### config.mk
export PLATFORM = sky130hd
export DESIGN_NAME = iso9660_directory_record_parser_core
export DESIGN_NICKNAME = d
export VERILOG_FILES = /design/src/design/isodir_pkg.sv /design/src/design/isodir_parser.sv /design/src/design/isodir_out_fifo.sv /design/src/design/iso9660_directory_record_parser_core.sv
export SDC_FILE = /design/constraint.sdc
export NUM_CORES = 1
export LEC_CHECK = 0
export ABC_AREA = 1
export BUFFER_PORTS_ARGS = -buffer_cell sky130_fd_sc_hd__buf_2
export CORE_MARGIN = 2
export CORE_UTILIZATION = 45
export CTS_CLUSTER_SIZE = 8
export DETAILED_ROUTE_END_ITERATION = 16
export PLACE_DENSITY = 0.67
export SYNTH_ARGS = -nofsm -noshare
export SYNTH_HDL_FRONTEND = slang
export SYNTH_HIERARCHICAL = 1
export SYNTH_SLANG_ARGS = --single-unit
### constraint.sdc
create_clock -name clk_i -period 13.7 [get_ports clk_i]
set_input_delay 2.74 -clock clk_i [delete_from_list [all_inputs] [get_ports clk_i]]
set_output_delay 2.74 -clock clk_i [all_outputs]
set_load 0.02 [all_outputs]
### src/design/isodir_pkg.sv
package isodir_pkg;

  // Record layout, counted from the size byte at offset zero.
  localparam int unsigned MinRecord = 34;
  localparam int unsigned NameStart = 33;
  localparam int unsigned NameLenAt = 32;
  localparam int unsigned FlagsAt   = 25;
  localparam int unsigned SectorAt  = 2;
  localparam int unsigned LengthAt  = 10;

  localparam logic [7:0] CharSemi  = 8'h3B;
  localparam logic [7:0] CharUnder = 8'h5F;
  localparam logic [7:0] CharDash  = 8'h2D;
  localparam logic [7:0] CharLowA  = 8'h61;
  localparam logic [7:0] CharLowZ  = 8'h7A;

  // Result queue between the parser and the output port.
  localparam int unsigned FifoDepth = 4;
  localparam int unsigned PtrW      = $clog2(FifoDepth);
  localparam int unsigned CntW      = $clog2(FifoDepth + 1);

  // Packed width of the output tdata, rounded up to whole bytes.
  localparam int unsigned OutDataBits = 8 + 32 + 32 + 8 + 8 + 2;
  localparam int unsigned OutDataW    = ((OutDataBits + 7) / 8) * 8;

  typedef enum logic [1:0] {
    KindChar  = 2'd0,
    KindEntry = 2'd1,
    KindError = 2'd2
  } kind_e;

  typedef enum logic [1:0] {
    ErrTooSmall = 2'd0,
    ErrOverrun  = 2'd1,
    ErrPastEnd  = 2'd2
  } err_e;

  typedef struct packed {
    kind_e       kind;
    logic [7:0]  name_char;
    logic [31:0] extent_sector;
    logic [31:0] extent_bytes;
    logic [7:0]  entry_flags;
    logic [7:0]  name_length;
    err_e        error_code;
    logic        last_of_run;
  } result_t;

  // Up to two results produced by one table byte.
  typedef struct packed {
    logic [1:0] num;
    result_t    res0;
    result_t    res1;
  } push_t;

endpackage

### src/design/isodir_parser.sv
module isodir_parser (
  input  logic                clk_i,
  input  logic                rst_ni,
  input  logic                fire_i,
  input  logic [7:0]          byte_i,
  input  logic                end_i,
  output isodir_pkg::push_t   push_o
);
  import isodir_pkg::*;

  typedef enum logic [1:0] {
    PhStart = 2'd0,
    PhGap   = 2'd1,
    PhRec   = 2'd2,
    PhErr   = 2'd3
  } phase_e;

  phase_e      phase_q, phase_d;
  logic [7:0]  offset_q, offset_d;
  logic [7:0]  size_q, size_d;
  logic [7:0]  raw_len_q, raw_len_d;
  logic [7:0]  trim_q, trim_d;
  logic        ended_q, ended_d;
  logic [31:0] sector_q, sector_d;
  logic [31:0] length_q, length_d;
  logic [7:0]  flags_q, flags_d;

  result_t     slot_a, slot_b;
  logic        a_vld, b_vld;
  logic [7:0]  off;
  logic [7:0]  sec_rel, len_rel, name_rel;
  logic [8:0]  need;

  function automatic logic [7:0] fold_char(input logic [7:0] c);
    logic [7:0] r;
    r = c;
    if (c == CharUnder) begin
      r = CharDash;
    end else if (c >= CharLowA && c <= CharLowZ) begin
      r = c - 8'h20;
    end
    return r;
  endfunction

  always_comb begin
    phase_d   = phase_q;
    offset_d  = offset_q;
    size_d    = size_q;
    raw_len_d = raw_len_q;
    trim_d    = trim_q;
    ended_d   = ended_q;
    sector_d  = sector_q;
    length_d  = length_q;
    flags_d   = flags_q;
    slot_a    = '0;
    slot_b    = '0;
    a_vld     = 1'b0;
    b_vld     = 1'b0;
    off       = offset_q + 8'd1;
    sec_rel   = off - 8'(SectorAt);
    len_rel   = off - 8'(LengthAt);
    name_rel  = off - 8'(NameStart);
    need      = {1'b0, byte_i} + 9'(NameStart);

    unique case (phase_q)
      PhStart, PhGap: begin
        if (!(phase_q == PhGap && byte_i == 8'd0)) begin
          offset_d  = '0;
          raw_len_d = '0;
          trim_d    = '0;
          ended_d   = 1'b0;
          sector_d  = '0;
          length_d  = '0;
          flags_d   = '0;
          size_d    = byte_i;
          if (byte_i < 8'(MinRecord)) begin
            a_vld             = 1'b1;
            slot_a.kind       = KindError;
            slot_a.error_code = ErrTooSmall;
            phase_d           = PhErr;
          end else begin
            phase_d = PhRec;
          end
        end
      end
      PhRec: begin
        offset_d = off;
        if (sec_rel < 8'd4) begin
          sector_d[{sec_rel[1:0], 3'b000} +: 8] = byte_i;
        end
        if (len_rel < 8'd4) begin
          length_d[{len_rel[1:0], 3'b000} +: 8] = byte_i;
        end
        if (off == 8'(FlagsAt)) begin
          flags_d = byte_i;
        end
        if (off == 8'(NameLenAt)) begin
          raw_len_d = byte_i;
          if (need > {1'b0, size_q}) begin
            a_vld             = 1'b1;
            slot_a.kind       = KindError;
            slot_a.error_code = ErrOverrun;
            phase_d           = PhErr;
          end
        end
        // The name runs from offset 33 for the raw length, cut at the semicolon.
        if (phase_d == PhRec && off >= 8'(NameStart) && name_rel < raw_len_q && !ended_q) begin
          if (byte_i == CharSemi) begin
            ended_d = 1'b1;
          end else begin
            a_vld            = 1'b1;
            slot_a.kind      = KindChar;
            slot_a.name_char = fold_char(byte_i);
            trim_d           = trim_q + 8'd1;
          end
        end
        if (phase_d == PhRec && ({1'b0, off} + 9'd1) == {1'b0, size_q}) begin
          b_vld                = 1'b1;
          slot_b.kind          = KindEntry;
          slot_b.extent_sector = sector_d;
          slot_b.extent_bytes  = length_d;
          slot_b.entry_flags   = flags_d;
          slot_b.name_length   = trim_d;
          phase_d              = PhGap;
        end
      end
      PhErr: begin
      end
      default: begin
      end
    endcase

    if (end_i) begin
      if (phase_d == PhRec) begin
        b_vld             = 1'b1;
        slot_b            = '0;
        slot_b.kind       = KindError;
        slot_b.error_code = ErrPastEnd;
      end
      phase_d   = PhStart;
      offset_d  = '0;
      size_d    = '0;
      raw_len_d = '0;
      trim_d    = '0;
      ended_d   = 1'b0;
      sector_d  = '0;
      length_d  = '0;
      flags_d   = '0;
    end

    // Pack the results in order and mark the final one of this byte.
    push_o = '0;
    if (a_vld) begin
      push_o.res0             = slot_a;
      push_o.res0.last_of_run = !b_vld;
      push_o.res1             = slot_b;
      push_o.res1.last_of_run = 1'b1;
      push_o.num              = b_vld ? 2'd2 : 2'd1;
    end else if (b_vld) begin
      push_o.res0             = slot_b;
      push_o.res0.last_of_run = 1'b1;
      push_o.num              = 2'd1;
    end
    if (!fire_i) begin
      push_o.num = 2'd0;
    end
  end

  always_ff @(posedge clk_i or negedge rst_ni) begin
    if (!rst_ni) begin
      phase_q   <= PhStart;
      offset_q  <= '0;
      size_q    <= '0;
      raw_len_q <= '0;
      trim_q    <= '0;
      ended_q   <= 1'b0;
      sector_q  <= '0;
      length_q  <= '0;
      flags_q   <= '0;
    end else if (fire_i) begin
      phase_q   <= phase_d;
      offset_q  <= offset_d;
      size_q    <= size_d;
      raw_len_q <= raw_len_d;
      trim_q    <= trim_d;
      ended_q   <= ended_d;
      sector_q  <= sector_d;
      length_q  <= length_d;
      flags_q   <= flags_d;
    end
  end

endmodule

### src/design/isodir_out_fifo.sv
module isodir_out_fifo (
  input  logic                clk_i,
  input  logic                rst_ni,
  input  isodir_pkg::push_t   push_i,
  output logic                room_o,
  output logic                valid_o,
  input  logic                ready_i,
  output isodir_pkg::result_t data_o
);
  import isodir_pkg::*;

  result_t         mem_q [FifoDepth];
  logic [PtrW-1:0] wr_ptr_q, wr_ptr_d;
  logic [PtrW-1:0] rd_ptr_q, rd_ptr_d;
  logic [CntW-1:0] count_q, count_d;
  logic            pop;
  logic [PtrW-1:0] wr_ptr_nx;

  assign pop       = valid_o && ready_i;
  assign valid_o   = (count_q != '0);
  assign data_o    = mem_q[rd_ptr_q];
  // Room for the two results that a single byte can cause.
  assign room_o    = (count_q <= CntW'(FifoDepth - 2));
  assign wr_ptr_nx = wr_ptr_q + PtrW'(1);

  always_comb begin
    wr_ptr_d = wr_ptr_q + PtrW'(push_i.num);
    rd_ptr_d = rd_ptr_q + PtrW'(pop);
    count_d  = count_q + CntW'(push_i.num) - CntW'(pop);
  end

  always_ff @(posedge clk_i or negedge rst_ni) begin
    if (!rst_ni) begin
      wr_ptr_q <= '0;
      rd_ptr_q <= '0;
      count_q  <= '0;
    end else begin
      wr_ptr_q <= wr_ptr_d;
      rd_ptr_q <= rd_ptr_d;
      count_q  <= count_d;
    end
  end

  always_ff @(posedge clk_i) begin
    if (push_i.num != 2'd0) begin
      mem_q[wr_ptr_q] <= push_i.res0;
    end
    if (push_i.num == 2'd2) begin
      mem_q[wr_ptr_nx] <= push_i.res1;
    end
  end

endmodule

### src/design/iso9660_directory_record_parser_core.sv
// ISO 9660 directory record parser. The directory table streams in one byte
// per word on the slave side, with tlast on the final byte of the table. Each
// record yields its normalised name characters (cut at the semicolon, letters
// in upper case, underscore turned into a dash) followed by one entry word
// carrying the sector, the data length, the flag byte and the trimmed name
// length; tuser tells these apart from error words. A record size below 34, a
// name that overruns its record and a table that ends inside a record each
// give one error word, after which bytes are dropped until the end of the
// table. Every byte is parsed in the cycle it is accepted, so the block takes
// one byte per clock as long as the output keeps up. A byte can cause two
// result words (a final name character together with the entry, or with the
// end-of-table error); those leave the output port one after another. A
// four-word result queue sits between the parser and the master port, and
// the slave side is ready whenever that queue has room for two words, so a
// stall on the output is absorbed without losing a byte.
module iso9660_directory_record_parser_core (
  input  logic                            clk_i,
  input  logic                            rst_ni,
  // Table byte stream.
  input  logic                            s_axis_tvalid_i,
  output logic                            s_axis_tready_o,
  input  logic [7:0]                      s_axis_tdata_i,  // [7:0] table_byte
  input  logic                            s_axis_tlast_i,  // table_end
  // Result stream.
  output logic                            m_axis_tvalid_o,
  input  logic                            m_axis_tready_i,
  // [7:0] name_char, [39:8] extent_sector, [71:40] extent_bytes,
  // [79:72] entry_flags, [87:80] name_length, [89:88] error_code, rest zero
  output logic [isodir_pkg::OutDataW-1:0] m_axis_tdata_o,
  output logic [1:0]                      m_axis_tuser_o,  // [1:0] kind
  output logic                            m_axis_tlast_o   // last_of_run
);
  import isodir_pkg::*;

  push_t   push;
  result_t head;
  logic    room;
  logic    fire;

  assign s_axis_tready_o = room;
  assign fire            = s_axis_tvalid_i && room;

  isodir_parser u_parser (
    .clk_i  (clk_i),
    .rst_ni (rst_ni),
    .fire_i (fire),
    .byte_i (s_axis_tdata_i),
    .end_i  (s_axis_tlast_i),
    .push_o (push)
  );

  isodir_out_fifo u_out_fifo (
    .clk_i   (clk_i),
    .rst_ni  (rst_ni),
    .push_i  (push),
    .room_o  (room),
    .valid_o (m_axis_tvalid_o),
    .ready_i (m_axis_tready_i),
    .data_o  (head)
  );

  // The result fields are packed from the lowest bit up, zero filled on top.
  assign m_axis_tdata_o = OutDataW'({head.error_code, head.name_length, head.entry_flags,
                                     head.extent_bytes, head.extent_sector, head.name_char});
  assign m_axis_tuser_o = head.kind;
  assign m_axis_tlast_o = head.last_of_run;

endmodule

==> summary.txt <==
Run status
  – Outcome: finished clean

Clock network
  – Clock sinks: between 400 and 500
  – Post-CTS Setup Repair Bufs: 0
  – Clock slew at reported path FFs: 50 ps
  – CTS tree: built
  – Worst skew pair latency: 600 ps
  – CTS Root Cell: clkbuf_16
  – H-tree Lvls: 3
  – Hold-fix buffers, CTS: 0
  – Bufs on Longest Clock Path: 3
  – Inserted Clock Buffers: 70
  – Resize count post-CTS: 0

Floorplanning
  – Total die area: 63800 µm²
  – IO Count: 114
  – Die H: between 200 and 300 µm
  – Core ar.: between 60000 and 70000 µm²
  – Die Wd: 253 µm
  – FP Rows: 91
  – Starting Density: 45.3%

Cells and area
  – Synth-to-Final Area Change: 9.52%
  – Finished Cell Area: a little over 30000 µm²
  – Final nets: around 3300
  – Core Util, Final: around 50%
  – Share of layout cells above drive strength 1: 14.3%
  – Fill count: around 5700

Setup path
  – Worst Setup Start Kind: primary input
  – Cell count of the worst reg-to-reg path: 25
  – Arrival time at the worst endpoint: 8090 ps
  – WS Path Type: in -> reg
  – Req. time, crit path: 13910 ps
  – Worst-path maximum fanout: 51
  – Critical path capture point type: flop

Timing
  – Final min period: 7880 ps
  – Fmax achieved: 127 MHz
  – Post-route clock period utilization: between 50% and 60%
  – Clock skew: 29.1 ps
  – Final Hold Vio Count: 0
  – Final Max Tran Viols: 0
  – Unrepaired setup endpoints after global routing: no
  – Worst Max-Slew Pin Slew: 1160 ps
  – Final setup viols: 0
  – Setup TNS: 0 ps
  – Relative slew slack: 22.8%

Synthesis
  – Synth Warn #: 6
  – Sequential-to-total area share from yosys stat: a little over 50%
  – Ys async rst share: 23.5%
  – Largest cells by area after synthesis: edfxtp_1 (40%), dfrtp_1 (10%), nand2_1 (9.8%)
  – Netlist cell types: 49
  – Syn avg cell area: approximately 8.4 µm²
  – Post-synth EDFFs: between 300 and 400
  – Area leader, netlist: edfxtp_1
  – Top post-synthesis cells by count: nand2_1 (728), o21ai_0 (530), edfxtp_1 (372), nor2_1 (330), inv_1 (262)
  – Post-Syn Area: 27800 µm²
  – Most numerous cell in the Yosys netlist: nand2_1
  – Syn Inst Count: roughly 3300
  – Synthesized flop and latch total: approximately 490
  – Top-area cell type share of the netlist area: between 40% and 50%
  – Synth Flop Type: edfxtp_1

Min path
  – Worst hold-check path type: reg -> reg
  – Hold Path Cell Cnt: 2

Drt
  – Number of antenna-violating nets in the routed design: 0
  – Drt total wl: about 73000 µm
  – Iter 0 DRT Violations: roughly 1900
  – Vias per cell: 5.40
  – Pre-Repair DR Iteration Count: 6
  – Vias: 22300
  – DR WL/cell: 17.8 µm
  – DRC viols: 0

Global routing
  – Vias in the first global route: 20900
  – Global-route met2 utilization: 37.5%
  – Largest net degree at the start of global routing: 114
  – Initial antenna violation count: 1
  – Grt ovf: 0
  – GR Util met1: 31.4%
  – Busiest grt layer: met2
  – Gr usage total: 23.1%
  – First-pass GRT wire length: 116000 µm
  – Global Route met3 Usage: under 10%

Power
  – Max VDD drop: 0.131 mV
  – Pwr/cell area: 173 nW/µm²
  – Final Power: 5.26 mW
  – Leak pwr: approximately 11 nW

Place
  – Port Buffers: 107
  – Final Wtd Congestion: 0.926
  – Placement Cell Area: 28400 µm²
  – Hpwl dp: 44400 µm

Job
  – Max Cap Violations: 0
flip-flops by register name, summed over array words and instances (netlist names), 8 cells and up:
register            count
u_parser/trim_q         8
u_parser/sector_q      32
u_parser/offset_q       8
u_parser/length_q      32
u_parser/raw_len_q      8
u_out_fifo/mem_q      372
u_parser/flags_q        8
u_parser/size_q         8
layout by cell type, fill, tap and decap left out, types with 2 or more instances in the layout:
| master | n |
|---|---|
| nand2_1 | 724 |
| o21ai_0 | 530 |
| edfxtp_1 | 372 |
| nor2_1 | 329 |
| inv_1 | 261 |
| o21ai_1 | 169 |
| nor2_2 | 157 |
| dfrtp_1 | 113 |
| buf_2 | 106 |
| nand3_1 | 89 |
| clkbuf_16 | 73 |
| o22ai_1 | 52 |
| clkbuf_1 | 44 |
| ha_1 | 37 |
| o21a_1 | 32 |
| o21ai_2 | 31 |
| o211ai_2 | 28 |
| buf_4 | 24 |
| a21oi_1 | 17 |
| conb_1 | 15 |
| inv_2 | 15 |
| xor2_1 | 15 |
| nand4_1 | 13 |
| o211ai_1 | 12 |
| o31ai_1 | 9 |
| nand2_4 | 8 |
| nand2_2 | 8 |
| nor3_1 | 7 |
| nand2_8 | 6 |
| nor2_4 | 4 |
| xnor2_1 | 4 |
| inv_4 | 3 |
| clkinv_8 | 2 |
| nand3_2 | 2 |
| clkinv_1 | 2 |
| and3_1 | 2 |
| nor2_8 | 2 |
| o21bai_1 | 2 |
critical path, cell delays in order:
cell,delay [ps]
buf_2,190
ha_1,240
nand2_1,100
nor2_1,210
nor2_1,70
nor2_1,130
nor2_1,80
ha_1,280
a21o_1,150
a21oi_1,110
nand2_1,60
nand2_1,50
nand2_1,80
nand2_2,90
nand2_4,70
nor2_1,130
nand2_2,120
nand4_1,160
nand2_1,80
ha_1,330
nand2_1,80
inv_1,90
inv_1,130
nand4_4,530
nand2_4,920
buf_4,770
cell type report:
class	instances	area, µm²	area share [%]
Inverter	281	1060	3.49
Clock buffer	118	2010	6.58
Multi-Input combinational cell	2316	11600	38.2
Antenna cell	1	2.50	0.00821
Timing Repair Buffer	130	711	2.33
Clock inverter	3	41.3	0.135
Sequential cell	486	14000	46.0
Tap cell	790	988	3.24
layer usage:
| metal | share of wire [%] | routed length, µm |
|---|---|---|
| met1 | 44 | 32200 |
| met3 | 6.1 | 4510 |
| met2 | 47 | 34800 |
| met4 | 2.5 | 1860 |
| met5 | 0 | 0 |
path summary, 6_finish.rpt:
kind	start	end	slack, ps
hold reg to reg	u_parser/sector_q[13]	u_parser/sector_q[13]	480
hold / removal	u_parser/sector_q[13]	u_parser/sector_q[13]	480
max in group asynchronous	rst_ni	u_out_fifo/rd_ptr_q[0]	9960
setup reg to reg	u_parser/offset_q[0]	u_out_fifo/mem_q[0][28]	6930
setup / recovery	s_axis_tdata_i[0]	u_out_fifo/mem_q[0][28]	5820
min in group asynchronous	rst_ni	u_parser/length_q[1]	2060
cell families (layout without fill, tap and decap cells):
| group | count (synthesis) | after routing | synth area share (%) |
|---|---|---|---|
| flip-flops | 486 | 486 | 50.4 |
| XOR/XNOR | 19 | 19 | 0.598 |
| buffers and inverters | 514 | 532 | 8.30 |
| AND/OR/NAND/NOR | 1357 | 1357 | 21.0 |
| AO/OA/AOI/OAI | 886 | 886 | 17.9 |
| other | 2 | 16 | 0.0270 |
| multiplexers | 1 | 1 | 0.0360 |
| adder cells (fa/ha/maj) | 38 | 38 | 1.74 |
stage by stage:
step | setup WS [ps] | instances | hold WS [ps]
after floorplan | 5480 | 3316 | 442
after global routing | 5240 | 4125 | 498
after global placement | 5250 | 4003 | 460
after detailed placement | 5170 | 4003 | 465
after CTS | 5790 | 4124 | 479
final | 5820 | 4125 | 475
report_power, final:
group,switching (mW),total (mW),internal (mW)
Clock,0.630,1.62,0.989
Combinational,1.38,1.86,0.476
Sequential,0.0494,1.78,1.74
Note: power is estimated with default switching activity, not from simulation.
